--- src/sv/spgr_pkg.sv ---
// Shared types and constants for the sequenced packet gap recovery block.
package spgr_pkg;

  // Fixed header sizes in bytes
  localparam logic [15:0] HEADER_BYTES         = 16'd20;
  localparam logic [15:0] MESSAGE_HEADER_BYTES = 16'd2;

  // End-of-session marker in the header message count
  localparam logic [15:0] COUNT_SESSION_END = 16'hFFFF;

  // Configuration register indexes
  localparam logic [1:0] CFG_INITIAL_SEQUENCE  = 2'd0;
  localparam logic [1:0] CFG_TIMEOUT_TICKS     = 2'd1;
  localparam logic [1:0] CFG_MAX_REQUEST_COUNT = 2'd2;

  // Configuration reset values
  localparam logic [63:0] INITIAL_SEQUENCE_RST  = 64'd0;
  localparam logic [31:0] TIMEOUT_TICKS_RST     = 32'd1000;
  localparam logic [15:0] MAX_REQUEST_COUNT_RST = 16'd65534;

  // Error codes
  localparam logic [1:0] ERR_OK               = 2'd0;
  localparam logic [1:0] ERR_HEADER_TRUNCATED = 2'd1;
  localparam logic [1:0] ERR_BLOCK_TRUNCATED  = 2'd2;

  typedef enum logic [1:0] {
    MODE_COLD  = 2'd0,
    MODE_SYNC  = 2'd1,
    MODE_RECOV = 2'd2
  } mode_e;

  // One parsed packet header
  typedef struct packed {
    logic [63:0] pkt_sequence;
    logic [15:0] msg_count;
    logic [15:0] packet_length;
    logic [15:0] first_message_length;
    logic [47:0] current_time;
  } item_t;

  // Sequencing state carried from packet to packet
  typedef struct packed {
    logic [63:0] expected_sequence;
    mode_e       recovery_mode;
    logic [63:0] window_end;
    logic [47:0] last_request_time;
  } state_t;

  // One result transaction
  typedef struct packed {
    logic        delivered;
    logic [15:0] message_length;
    logic        request_valid;
    logic [63:0] request_sequence;
    logic [15:0] request_count;
    logic        session_end;
    logic [1:0]  error_code;
  } result_t;

endpackage

--- src/sv/spgr_in_reg.sv ---
// Input register stage: holds one accepted header until the core takes it.
module spgr_in_reg (
  input  logic           clk_i,
  input  logic           rst_ni,
  input  logic           in_valid_i,
  output logic           in_ready_o,
  input  spgr_pkg::item_t item_i,
  input  logic           take_i,
  output logic           valid_o,
  output spgr_pkg::item_t item_o
);
  import spgr_pkg::*;

  logic  valid_q, valid_d;
  item_t item_q;

  // Free slot, or the held item leaves this cycle
  assign in_ready_o = !valid_q || take_i;

  always_comb begin
    valid_d = valid_q;
    if (in_valid_i && in_ready_o) begin
      valid_d = 1'b1;
    end else if (take_i) begin
      valid_d = 1'b0;
    end
  end

  always_ff @(posedge clk_i or negedge rst_ni) begin
    if (!rst_ni) begin
      valid_q <= 1'b0;
    end else begin
      valid_q <= valid_d;
    end
  end

  always_ff @(posedge clk_i) begin
    if (in_valid_i && in_ready_o) begin
      item_q <= item_i;
    end
  end

  assign valid_o = valid_q;
  assign item_o  = item_q;

endmodule

--- src/sv/spgr_core.sv ---
// Per-packet sequencing logic: gap detection, requests, delivery checks.
module spgr_core (
  input  spgr_pkg::item_t   item_i,
  input  spgr_pkg::state_t  state_i,
  input  logic [31:0]       timeout_ticks_i,
  input  logic [15:0]       max_request_count_i,
  output spgr_pkg::state_t  state_o,
  output spgr_pkg::result_t result_o
);
  import spgr_pkg::*;

  logic        eos;
  logic [15:0] count_eff;
  logic [63:0] next_seq;
  logic [63:0] exp_seq;
  logic        seq_ahead;
  logic        seq_match;
  logic [47:0] elapsed;
  logic        timed_out;
  logic [16:0] block_need;
  logic        block_fits;
  logic        req;
  logic [63:0] req_start;
  logic [63:0] remaining;

  assign eos       = item_i.msg_count == COUNT_SESSION_END;
  assign count_eff = eos ? 16'd0 : item_i.msg_count;
  assign next_seq  = item_i.pkt_sequence + {48'd0, count_eff};

  // Expected zero means adopt this packet's sequence
  assign exp_seq   = (state_i.expected_sequence == 64'd0) ? item_i.pkt_sequence
                                                          : state_i.expected_sequence;
  assign seq_ahead = item_i.pkt_sequence > exp_seq;
  assign seq_match = item_i.pkt_sequence == exp_seq;

  // 48-bit subtract wraps naturally
  assign elapsed   = item_i.current_time - state_i.last_request_time;
  assign timed_out = elapsed > {16'd0, timeout_ticks_i};

  assign block_need = {1'b0, HEADER_BYTES} + {1'b0, MESSAGE_HEADER_BYTES}
                    + {1'b0, item_i.first_message_length};
  assign block_fits = block_need <= {1'b0, item_i.packet_length};

  always_comb begin
    state_o   = state_i;
    result_o  = '0;
    req       = 1'b0;
    req_start = exp_seq;
    remaining = 64'd0;

    if (item_i.packet_length < HEADER_BYTES) begin
      result_o.error_code = ERR_HEADER_TRUNCATED;
    end else begin
      result_o.session_end      = eos;
      state_o.expected_sequence = exp_seq;

      if (seq_ahead) begin
        case (state_i.recovery_mode)
          MODE_COLD, MODE_SYNC: begin
            state_o.window_end    = next_seq;
            state_o.recovery_mode = MODE_RECOV;
            req                   = 1'b1;
          end
          default: begin
            // recovering: widen window, resend only after timeout
            if (next_seq > state_i.window_end) begin
              state_o.window_end = next_seq;
            end
            req = timed_out;
          end
        endcase
      end else if (seq_match) begin
        case (state_i.recovery_mode)
          MODE_COLD: begin
            state_o.recovery_mode = MODE_SYNC;
          end
          MODE_SYNC: begin
            state_o.recovery_mode = MODE_SYNC;
          end
          default: begin
            if (state_i.window_end == next_seq) begin
              state_o.recovery_mode = MODE_SYNC;
            end else begin
              req       = 1'b1;
              req_start = next_seq;
            end
          end
        endcase
        if (!eos) begin
          if (block_fits) begin
            result_o.delivered        = 1'b1;
            result_o.message_length   = item_i.first_message_length;
            state_o.expected_sequence = exp_seq + 64'd1;
          end else begin
            result_o.error_code = ERR_BLOCK_TRUNCATED;
          end
        end
      end

      // Count wraps huge when window lies below start, then clamps
      remaining = state_o.window_end - req_start;
      if (req) begin
        result_o.request_valid    = 1'b1;
        result_o.request_sequence = req_start;
        result_o.request_count    = (remaining < {48'd0, max_request_count_i})
                                    ? remaining[15:0] : max_request_count_i;
        state_o.last_request_time = item_i.current_time;
      end
    end
  end

endmodule

--- src/sv/sequenced_packet_gap_recovery.sv ---
// Top level of the sequenced packet gap recovery block.
//
//   channel  | handshake                 | payload
//   ---------+---------------------------+----------------------------------------
//   input    | in_valid_i / in_ready_o   | pkt_sequence .. current_time
//   result   | out_valid_o / out_ready_i | delivered .. error_code
//   config   | cfg_we_i (no wait)        | cfg_index_i, cfg_data_i
//
// The header sits in the input register while the sequencing logic works on it,
// and the result register loads from the core when the core fires. One
// transaction per cycle is sustained while the result channel is not stalled;
// the sequencing state is updated at the same edge the result register loads,
// so the next header sees it. A stalled result register holds the core; the
// input register still takes one more transaction. Reset clears valids, mode
// and sequencing state.
module sequenced_packet_gap_recovery (
  input  logic        clk_i,
  input  logic        rst_ni,

  input  logic        cfg_we_i,
  input  logic [1:0]  cfg_index_i,
  input  logic [63:0] cfg_data_i,

  input  logic        in_valid_i,
  output logic        in_ready_o,
  input  logic [63:0] pkt_sequence_i,
  input  logic [15:0] msg_count_i,
  input  logic [15:0] packet_length_i,
  input  logic [15:0] first_message_length_i,
  input  logic [47:0] current_time_i,

  output logic        out_valid_o,
  input  logic        out_ready_i,
  output logic        delivered_o,
  output logic [15:0] message_length_o,
  output logic        request_valid_o,
  output logic [63:0] request_sequence_o,
  output logic [15:0] request_count_o,
  output logic        session_end_o,
  output logic [1:0]  error_code_o
);
  import spgr_pkg::*;

  item_t   in_item;
  item_t   held_item;
  logic    held_valid;
  logic    advance;

  state_t  state_q, state_d;
  result_t core_result;
  result_t result_q;
  logic    out_valid_q, out_valid_d;

  logic [31:0] timeout_ticks_q;
  logic [15:0] max_request_count_q;

  assign in_item.pkt_sequence         = pkt_sequence_i;
  assign in_item.msg_count            = msg_count_i;
  assign in_item.packet_length        = packet_length_i;
  assign in_item.first_message_length = first_message_length_i;
  assign in_item.current_time         = current_time_i;

  // Core fires when a header is held and the result register is free or draining
  assign advance = held_valid && (!out_valid_q || out_ready_i);

  spgr_in_reg u_in_reg (
    .clk_i      (clk_i),
    .rst_ni     (rst_ni),
    .in_valid_i (in_valid_i),
    .in_ready_o (in_ready_o),
    .item_i     (in_item),
    .take_i     (advance),
    .valid_o    (held_valid),
    .item_o     (held_item)
  );

  spgr_core u_core (
    .item_i              (held_item),
    .state_i             (state_q),
    .timeout_ticks_i     (timeout_ticks_q),
    .max_request_count_i (max_request_count_q),
    .state_o             (state_d),
    .result_o            (core_result)
  );

  // Config registers; initial_sequence goes straight into expected_sequence
  always_ff @(posedge clk_i or negedge rst_ni) begin
    if (!rst_ni) begin
      timeout_ticks_q     <= TIMEOUT_TICKS_RST;
      max_request_count_q <= MAX_REQUEST_COUNT_RST;
    end else if (cfg_we_i) begin
      case (cfg_index_i)
        CFG_TIMEOUT_TICKS:     timeout_ticks_q     <= cfg_data_i[31:0];
        CFG_MAX_REQUEST_COUNT: max_request_count_q <= cfg_data_i[15:0];
        default: ;
      endcase
    end
  end

  // Sequencing state: the user must write config only while idle; the block does not enforce this
  always_ff @(posedge clk_i or negedge rst_ni) begin
    if (!rst_ni) begin
      state_q.expected_sequence <= INITIAL_SEQUENCE_RST;
      state_q.recovery_mode     <= MODE_COLD;
      state_q.window_end        <= 64'd0;
      state_q.last_request_time <= 48'd0;
    end else if (cfg_we_i && (cfg_index_i == CFG_INITIAL_SEQUENCE)) begin
      state_q.expected_sequence <= cfg_data_i;
    end else if (advance) begin
      state_q <= state_d;
    end
  end

  // Result register
  always_comb begin
    out_valid_d = out_valid_q;
    if (advance) begin
      out_valid_d = 1'b1;
    end else if (out_ready_i) begin
      out_valid_d = 1'b0;
    end
  end

  always_ff @(posedge clk_i or negedge rst_ni) begin
    if (!rst_ni) begin
      out_valid_q <= 1'b0;
    end else begin
      out_valid_q <= out_valid_d;
    end
  end

  always_ff @(posedge clk_i) begin
    if (advance) begin
      result_q <= core_result;
    end
  end

  assign out_valid_o        = out_valid_q;
  assign delivered_o        = result_q.delivered;
  assign message_length_o   = result_q.message_length;
  assign request_valid_o    = result_q.request_valid;
  assign request_sequence_o = result_q.request_sequence;
  assign request_count_o    = result_q.request_count;
  assign session_end_o      = result_q.session_end;
  assign error_code_o       = result_q.error_code;

  // A delivery is always clean and never at end of session
  a_deliver_clean: assert property (@(posedge clk_i) disable iff (!rst_ni)
    out_valid_o && delivered_o |-> (error_code_o == ERR_OK) && !session_end_o)
    else $error("delivery with error or end of session");

  // A truncated header produces nothing else
  a_header_quiet: assert property (@(posedge clk_i) disable iff (!rst_ni)
    out_valid_o && (error_code_o == ERR_HEADER_TRUNCATED)
      |-> !delivered_o && !request_valid_o && !session_end_o)
    else $error("header-truncated result carries other flags");

  // Request count never exceeds the configured cap
  a_req_clamp: assert property (@(posedge clk_i) disable iff (!rst_ni)
    out_valid_o && request_valid_o |-> request_count_o <= max_request_count_q)
    else $error("request count above cap");

  // Delivery moves the expected sequence one past the delivered packet
  a_deliver_advances: assert property (@(posedge clk_i) disable iff (!rst_ni)
    advance && core_result.delivered
      |=> state_q.expected_sequence == ($past(held_item.pkt_sequence) + 64'd1))
    else $error("expected sequence not advanced after delivery");

endmodule
--- config.mk ---
export PLATFORM = sky130hd
export DESIGN_NAME = sequenced_packet_gap_recovery
export DESIGN_NICKNAME = d
export VERILOG_FILES = /design/src/sv/spgr_pkg.sv /design/src/sv/spgr_in_reg.sv /design/src/sv/spgr_core.sv /design/src/sv/sequenced_packet_gap_recovery.sv
export SDC_FILE = /design/constraint.sdc
export NUM_CORES = 1
export LEC_CHECK = 0
export ABC_AREA = 1
export BUFFER_PORTS_ARGS = -buffer_cell sky130_fd_sc_hd__buf_2
export CELL_PAD_IN_SITES_DETAIL_PLACEMENT = 1
export CELL_PAD_IN_SITES_GLOBAL_PLACEMENT = 2
export CORE_ASPECT_RATIO = 0.9
export CORE_MARGIN = 2
export CORE_UTILIZATION = 35
export DETAILED_ROUTE_END_ITERATION = 8
export GPL_TIMING_DRIVEN = 0
export MAX_ROUTING_LAYER = met4
export PLACE_DENSITY_LB_ADDON = 0.1
export SYNTH_ARGS = -nofsm -noshare
export SYNTH_HDL_FRONTEND = slang
export SYNTH_HIERARCHICAL = 1
export SYNTH_SLANG_ARGS = --single-unit
--- constraint.sdc ---
create_clock -name clk_i -period 12.9 [get_ports clk_i]
set_input_delay 0.645 -clock clk_i [delete_from_list [all_inputs] [get_ports clk_i]]
set_output_delay 0.645 -clock clk_i [all_outputs]
set_load 0.02 [all_outputs]
# Word-level counts from Yosys, hierarchy flattened
# Index checks and enable logic that the tools add are counted.
# totals
regBits,489
memories,0
output_inout_bits,103
wordCells,110
latch_bits,0
mem_bits_ro,0
ram_bits,0
input_bits,231
# op_classes
n_mux,40
reduce_logical,24
n_lt_le_gt_ge,6
n_div,0
shift,0
bitwise_logic,5
multipliers,0
eq_ne,9
n_addsub,5
# op_table
cell,count
two-way mux 64 bit,14
two-way mux 178 bit,2
equality test 64 bit,2
greater-than comparator 64 bit,2
two-way mux 81 bit,1
two-way mux 66 bit,1
adder 64 x 1 -> 64 bit (second input constant),1
adder 64 x 16 -> 64 bit,1
logical NOT 64 bit,1
less-than comparator 64 x 16 -> 1 bit,1
subtractor 64 bit,1
greater-than comparator 48 x 32 -> 1 bit,1
two-way mux 48 bit,1
subtractor 48 bit,1
two-way mux 16 bit,2
adder 5 x 16 -> 17 bit (first input constant),1
less-or-equal comparator 17 x 16 -> 1 bit,1
two-way mux 17 bit,1
equality test 16 bit (second input constant),1
less-than comparator 16 x 5 -> 1 bit (second input constant),1
two-way mux 1 bit,13
two-way mux 2 bit,5
nonzero test 2 bit,4
AND reduction 2 bit,3
other kinds (15),27

# Logic depth before layout (Yosys ltp)
# Gate-level depths: netlist of run 1.
# logic_depth
depth_word,13
ltp_mapped,65
ltp_nobuf,62

# Modules after synthesis
# The synthesis of run 1 kept the hierarchy.
# modules_own_cells
mod,cells_per_inst,seq_area_each_um2,instances,area_per_inst_um2
spgr_core,4556,0.0,1,23309.9
sequenced_packet_gap_recovery,1148,8739.6,1,12389.4
spgr_in_reg,166,4829.6,1,4849.7

# Worst setup path before layout of run 1
# No wires, ideal clock.
# synth_timing
kind,input to register
from,input port out_ready_i
to,"register u_in_reg.item_q, in the netlist u_in_reg/item_o[0], enable pin"
path_stages,6
slack_ns,1.888
arrival_time_ns,10.279
setup_ns,0.732
path_buffers,2
t_required_ns,12.168
cell_sequence,inv_1 -> a21oi_2 -> buf_2 -> buf_2 -> inv_1 -> a21oi_1
# synth_via
elab_chain_len,4
# synth_lines
item,line,text
start: declaration,sequenced_packet_gap_recovery.sv:33,"input logic out_ready_i,"
logical OR 1 bit,sequenced_packet_gap_recovery.sv:64,assign advance = held_valid && (!out_valid_q || out_ready_i);
logical AND 1 bit,sequenced_packet_gap_recovery.sv:64,
via advance,sequenced_packet_gap_recovery.sv:47,logic advance;
logical OR 1 bit,spgr_in_reg.sv:18,assign in_ready_o = !valid_q || take_i;
logical AND 1 bit,spgr_in_reg.sv:38,if (in_valid_i && in_ready_o) begin
end signal: assignment,spgr_in_reg.sv:39,item_q <= item_i;
end: declaration,spgr_in_reg.sv:15,item_t item_q;
# The timed path passes the listed nets, and every way through them passes these cells.
# A chain may end at the register's enable or synchronous reset.

# Final worst setup path of run 1
# layout_timing
from,"register u_in_reg.item_q, in the netlist u_in_reg/item_o[80]"
to,"register result_q, in the netlist request_count_o[3] (data pin)"
# layout_via
elab_chain_len,12
elab_cells_between_ends,24
classes_between,add/sub: 2; order compare: 2; eq/ne: 2; mux: 16; bitwise: 1; reduce/logical: 1
# layout_lines
item,line,text
equality test 16 bit,spgr_core.sv:26,assign eos = item_i.msg_count == COUNT_SESSION_END;
two-way mux 16 bit (*),spgr_core.sv:27,assign count_eff = eos ? 16'd0 : item_i.msg_count;
adder 64 x 16 -> 64 bit (*),spgr_core.sv:28,"assign next_seq = item_i.pkt_sequence + {48'd0, count_eff};"
"parallel branches: the longest is 9 deep, another holds greater-than comparator 64 bit",n/a,
end signal: assignment,sequenced_packet_gap_recovery.sv:134,result_q <= core_result;
end: declaration,sequenced_packet_gap_recovery.sv:51,result_t result_q;
# Mark *: on every way between the ends. The select of a mux whose other input is x is not followed.

==> results of run 1 <==
==> critical path: cells and delay by family, from the launching register on <==
family | cells | cell delay, ns
xor+xnor | 2 | 0.55
simple gates | 33 | 5.94
fa+ha+maj | 4 | 1.39
buf+inv | 8 | 1.80
compound gates | 8 | 2.09
flops | 1 | 0.34
==> final cells by class <==
| type | instances | share of cell area |
|---|---|---|
| tap | 1500 | 0.0403 |
| timing repair buffer | 345 | 0.0418 |
| multi-input combinational | 4362 | 0.497 |
| antenna | 4 | 0.000215 |
| clock buffer | 84 | 0.0372 |
| inverter | 847 | 0.0683 |
| clock inverter | 29 | 0.00674 |
| buffer | 164 | 0.0178 |
| sequential | 488 | 0.291 |
==> routing by layer <==
| layer | GRT usage | share of wire |
|---|---|---|
| met5 | - | 0 |
| met4 | 0.0941 | 0.030 |
| met3 | 0.0305 | 0.051 |
| met2 | 0.524 | 0.45 |
| met1 | 0.471 | 0.47 |
==> repair_timing <==
| item | in CTS | in global routing |
|---|---|---|
| setup buffers | 0 | 2 |
| endpoints found under the hold margin | 10 | 0 |
| hold buffers | 1 | 0 |
| pin swaps | 0 | 1 |
| gates resized for setup | 19 | 23 |
| endpoints found under the setup margin | 16 | 16 |
==> through the flow <==
step	worst slack [ns]	TNS [ns]	util
detailed placement	-1.23	-18.38	0.386
floorplan	1.90	0	-
global route	0.000465	0	0.406
finish	0.470	0	0.406
CTS	0.147	0	0.405
global placement	-3.92	-640.12	0.383
==> power by group through the flow <==
stage                     clock, mW  combinational, mW  sequential (mW)
after global placement            0               6.95             2.31
after CTS                      1.83               7.13             2.27
after detailed placement          0               7.07             2.30
final                          1.78               7.30             2.28
after floorplan                   0               4.46             2.27
after global routing           1.87               8.03             2.31
==> registers in the layout (all words and copies together) (netlist names) <==
signal               flops
delivered_o              1
error_code_o             2
max_request_count_q     16
message_length_o        16
out_valid_o              1
request_count_o         16
request_sequence_o      64
request_valid_o          1
session_end_o            1
state_q                177
timeout_ticks_q         32
u_in_reg/item_o        160
u_in_reg/valid_o         1
==> worst max path at each step <==
stage / depth (start not counted) / endpoint / slack (ns) / startpoint
6_report: 55 / request_count_o[3] / 0.47 / u_in_reg/item_o[80]
5_1_grt: 53 / request_count_o[2] / 0.0005 / u_in_reg/item_o[93]
4_1_cts: 54 / request_count_o[5] / 0.15 / u_in_reg/item_o[86]
3_5_place_dp: 53 / request_count_o[12] / -1.23 / u_in_reg/item_o[86]
3_3_place_gp: 7 / u_in_reg/item_o[152] / -3.92 / out_ready_i
2_1_floorplan: 6 / u_in_reg/item_o[0] / 1.90 / out_ready_i
==> impl_metrics.json, run 1 <==
{
  "status": "completed",
  "core_um2": 115000,
  "required_ns": 13.33,
  "syn_area_um2": 40500,
  "slew_headroom": 0.0605,
  "holdCritStartpoint": "current_time_i[24]",
  "clk_pin_slew_worst_paths_ns": 0.07,
  "die_h_um": 327,
  "tritoncts": "done",
  "finalCritPeriodShare": 0.964,
  "p_switching_mw": 6.19,
  "grt_pass1_wl_um": 286000,
  "area_growth_pct": 15.1,
  "timing.hold.ws_ns": 0.110,
  "drive_above_1_share": 0.108,
  "first_iter_violations": 3268,
  "worst-path-max-fanout": 10,
  "cp_slowest_cell": "fa_1",
  "place_area_um2": 44300,
  "drc_errors": 0,
  "ff2ff_path_depth": 55,
  "worstMarginPinSlew_ns": 1.41,
  "swShare": 0.545,
  "r2r_setup_slack_ns": 0.47,
  "min_to": "u_in_reg/item_o[24]",
  "synth_fp_nets": 6415,
  "cap_violations": 0,
  "clock_skew_ns": 0.0320,
  "dpl.hpwl_um": 168000,
  "vias_per_cell": 5.42,
  "comb_power_share": 0.642,
  "multi_input_area_um2": 23200,
  "path_class": "reg -> reg",
  "cellPowerDensity_nw_per_um2": 244,
  "fillers": 14800,
  "placedCellCount": 7704,
  "cp_common_cell": "nor2_1",
  "final_nets": 6821,
  "syn_avg_cell_area_um2": 6.91,
  "htreeDepth": 2,
  "fin_area_um2": 46600,
  "start_kind": "flip-flop",
  "timing.rr.end": "request_count_o[3]",
  "hold_violations": 0,
  "num_rows": 118,
  "final_cell_count_no_fill": 7823,
  "timing.rr.start": "u_in_reg/item_o[80]",
  "die_area_um2": 118000,
  "insertion_delay_ns": 0.71,
  "layout_commonest_cell": "nand2_1",
  "die-width_um": 363,
  "crit_path_max_incr_delay_ns": 0.45,
  "grt_overflow_total": 0,
  "period_minus_slack_ns": 12.43,
  "start_util": 0.353,
  "track_usage": 0.338,
  "setup_viol": 0,
  "grt_pass1_vias": 42500,
  "final_cell_mix": "1517 x nand2_1, 818 x inv_1, 602 x nor2_1",
  "first_pass_iters": 6,
  "rsz0062_at_grt": "no",
  "p_int_mw": 5.17,
  "clk_path_buf_depth": 3,
  "io_pins": 334,
  "gp_congestion": 1.01,
  "cp.arrival_ns": 12.86,
  "synthCells": 5862,
  "vias": 42400,
  "grt_max_degree": 87,
  "drv_slew": 0,
  "ys_warn_count": 6,
  "wirelength_um": 198000,
  "seqPwrFrac": 0.201,
  "worst_setup_path_end_kind": "flip-flop",
  "antenna_found_initial": 7,
  "drt-wirelength-per-cell_um": 25.3,
  "vdd_ir_drop_max_v": 0.000138,
  "seqCellArea_um2": 13500,
  "cts_root_buffer": "clkbuf_16",
  "fmax_mhz": 80.4,
  "p_leak_nw": 22.3,
  "numCtsBuffers": 60,
  "ant_nets": 0,
  "clock_sinks": 488,
  "io_buffers": 332,
  "hold_depth": 1,
  "hold_class": "in -> reg",
  "power.total_mw": 11.4,
  "clkPwrFrac": 0.157
}
(Power assumes the default switching activity.)
==> run 2, diff against run 1 <==
--- a/config.mk
+++ b/config.mk
@@ -12,6 +12,7 @@
 export CORE_ASPECT_RATIO = 0.9
 export CORE_MARGIN = 2
 export CORE_UTILIZATION = 35
+export CTS_BUF_LIST = sky130_fd_sc_hd__clkbuf_8 sky130_fd_sc_hd__clkbuf_16
 export DETAILED_ROUTE_END_ITERATION = 8
 export GPL_TIMING_DRIVEN = 0
 export MAX_ROUTING_LAYER = met4
==> impl_metrics.json, run 2 (synthesized netlist as in run 1, its figures left out) <==
{
  "start_util": 0.353,
  "final_cell_mix": "1517 x nand2_1, 829 x inv_1, 602 x nor2_1",
  "final_nets": 6821,
  "hold_violations": 0,
  "r2r_setup_slack_ns": 0.49,
  "cellPowerDensity_nw_per_um2": 244,
  "finalCritPeriodShare": 0.962,
  "setup_tns_ns": 0,
  "grt_pass1_wl_um": 286000,
  "first_pass_iters": 5,
  "die-width_um": 363,
  "drv_slew": 0,
  "dpl.hpwl_um": 168000,
  "worstMarginPinSlew_ns": 1.41,
  "cap_violations": 0,
  "track_usage": 0.338,
  "fmax_mhz": 80.6,
  "worst-path-max-fanout": 10,
  "vdd_ir_drop_max_v": 0.000138,
  "start_kind": "flip-flop",
  "fin_util": 0.406,
  "antenna_found_initial": 7,
  "grt_max_degree": 87,
  "io_buffers": 332,
  "wirelength_um": 198000,
  "status": "completed",
  "die_h_um": 327,
  "slew_headroom": 0.0591,
  "drt-wirelength-per-cell_um": 25.3,
  "placedCellCount": 7704,
  "rsz0062_at_grt": "no",
  "drive_above_1_share": 0.108,
  "drc_errors": 0,
  "path_class": "reg -> reg",
  "htreeDepth": 2,
  "num_rows": 118,
  "cp.arrival_ns": 12.83,
  "cp_slowest_cell": "fa_1",
  "clock_skew_ns": 0.0313,
  "insertion_delay_ns": 0.71,
  "power.total_mw": 11.4,
  "first_iter_violations": 3277,
  "cp_common_cell": "nor2_1",
  "regMostFlops": "state_q",
  "p_leak_nw": 22.4,
  "grt_pass1_vias": 42500,
  "clk_pin_slew_worst_paths_ns": 0.07,
  "vias_per_cell": 5.43,
  "cts_root_buffer": "clkbuf_16",
  "ant_nets": 0,
  "period_minus_slack_ns": 12.41,
  "numCtsBuffers": 60,
  "grt_overflow_total": 0,
  "io_pins": 334,
  "worst_setup_path_end_kind": "flip-flop",
  "timing.hold.ws_ns": 0.111,
  "setup_viol": 0,
  "hold_class": "in -> reg",
  "layout_commonest_cell": "nand2_1",
  "vias": 42500,
  "largest_register_ffs": 177,
  "core_um2": 115000,
  "clock_sinks": 488,
  "area_growth_pct": 15.1,
  "die_area_um2": 118000,
  "tritoncts": "done",
  "clk_path_buf_depth": 3,
  "final_cell_count_no_fill": 7823,
  "required_ns": 13.33,
  "gp_congestion": 1.01,
  "crit_path_max_incr_delay_ns": 0.45
}
## run 2: timing repair
action | in CTS | in global routing
buffers inserted | 0 | 2
hold endpoints to repair | 11 | 0
hold buffers | 1 | 0
pin swaps | 0 | 1
gates resized for setup | 19 | 23
endpoints found under the setup margin | 16 | 16
## run 2: cell type report
type,instances,area [um^2]
clock buffer,73,1690
timing repair buffer,345,1950
buffer,164,828
tap,1500,1880
sequential,488,13500
multi-input combinational,4362,23200
clock inverter,40,355
inverter,847,3180
antenna,4,10.0
fill,14800,68300
## run 2: metal layers
| metal | vias up | GRT usage | share of wire |
|---|---|---|---|
| met1 | 21000 | 0.471 | 0.47 |
| met4 | 0 | 0.0941 | 0.030 |
| met5 | - | - | 0 |
| li1 | 20100 | - | - |
| met2 | 1203 | 0.524 | 0.45 |
| met3 | 212 | 0.0305 | 0.051 |
## run 2: worst paths after layout
path | endpoint | cells past startpoint | startpoint
max in group asynchronous | state_q[107] | 3 | rst_ni
min | u_in_reg/item_o[24] | 1 | current_time_i[24]
min in group asynchronous | state_q[118] | 2 | rst_ni
max | request_count_o[3] | 55 | u_in_reg/item_o[80]
max reg2reg | request_count_o[3] | 55 | u_in_reg/item_o[80]
min reg2reg | state_q[9] | 2 | state_q[9]
## run 2: where the power goes
part	internal [mW]	switching (mW)	leakage [nW]
registers	2.01	0.272	5.36
clock network	1.01	0.765	1.04
logic	2.14	5.16	16.0
## run 2: metrics by stage
stage               worst slack (ns)  area, um^2
global route                0.000465       46600
floorplan                       1.90       40500
detailed placement             -1.23       44300
finish                         0.493       46600
CTS                            0.147       46500
global placement               -3.92       44000
## run 2: worst max-delay path: cells and delay by family (launching register included)
kind / cells / cell delay [ns]
AO/OA/AOI/OAI: 8 / 2.09
buffers and inverters: 8 / 1.79
XOR/XNOR: 2 / 0.55
adder cells (fa/ha/maj): 4 / 1.39
flip-flops: 1 / 0.34
AND/OR/NAND/NOR: 33 / 5.90
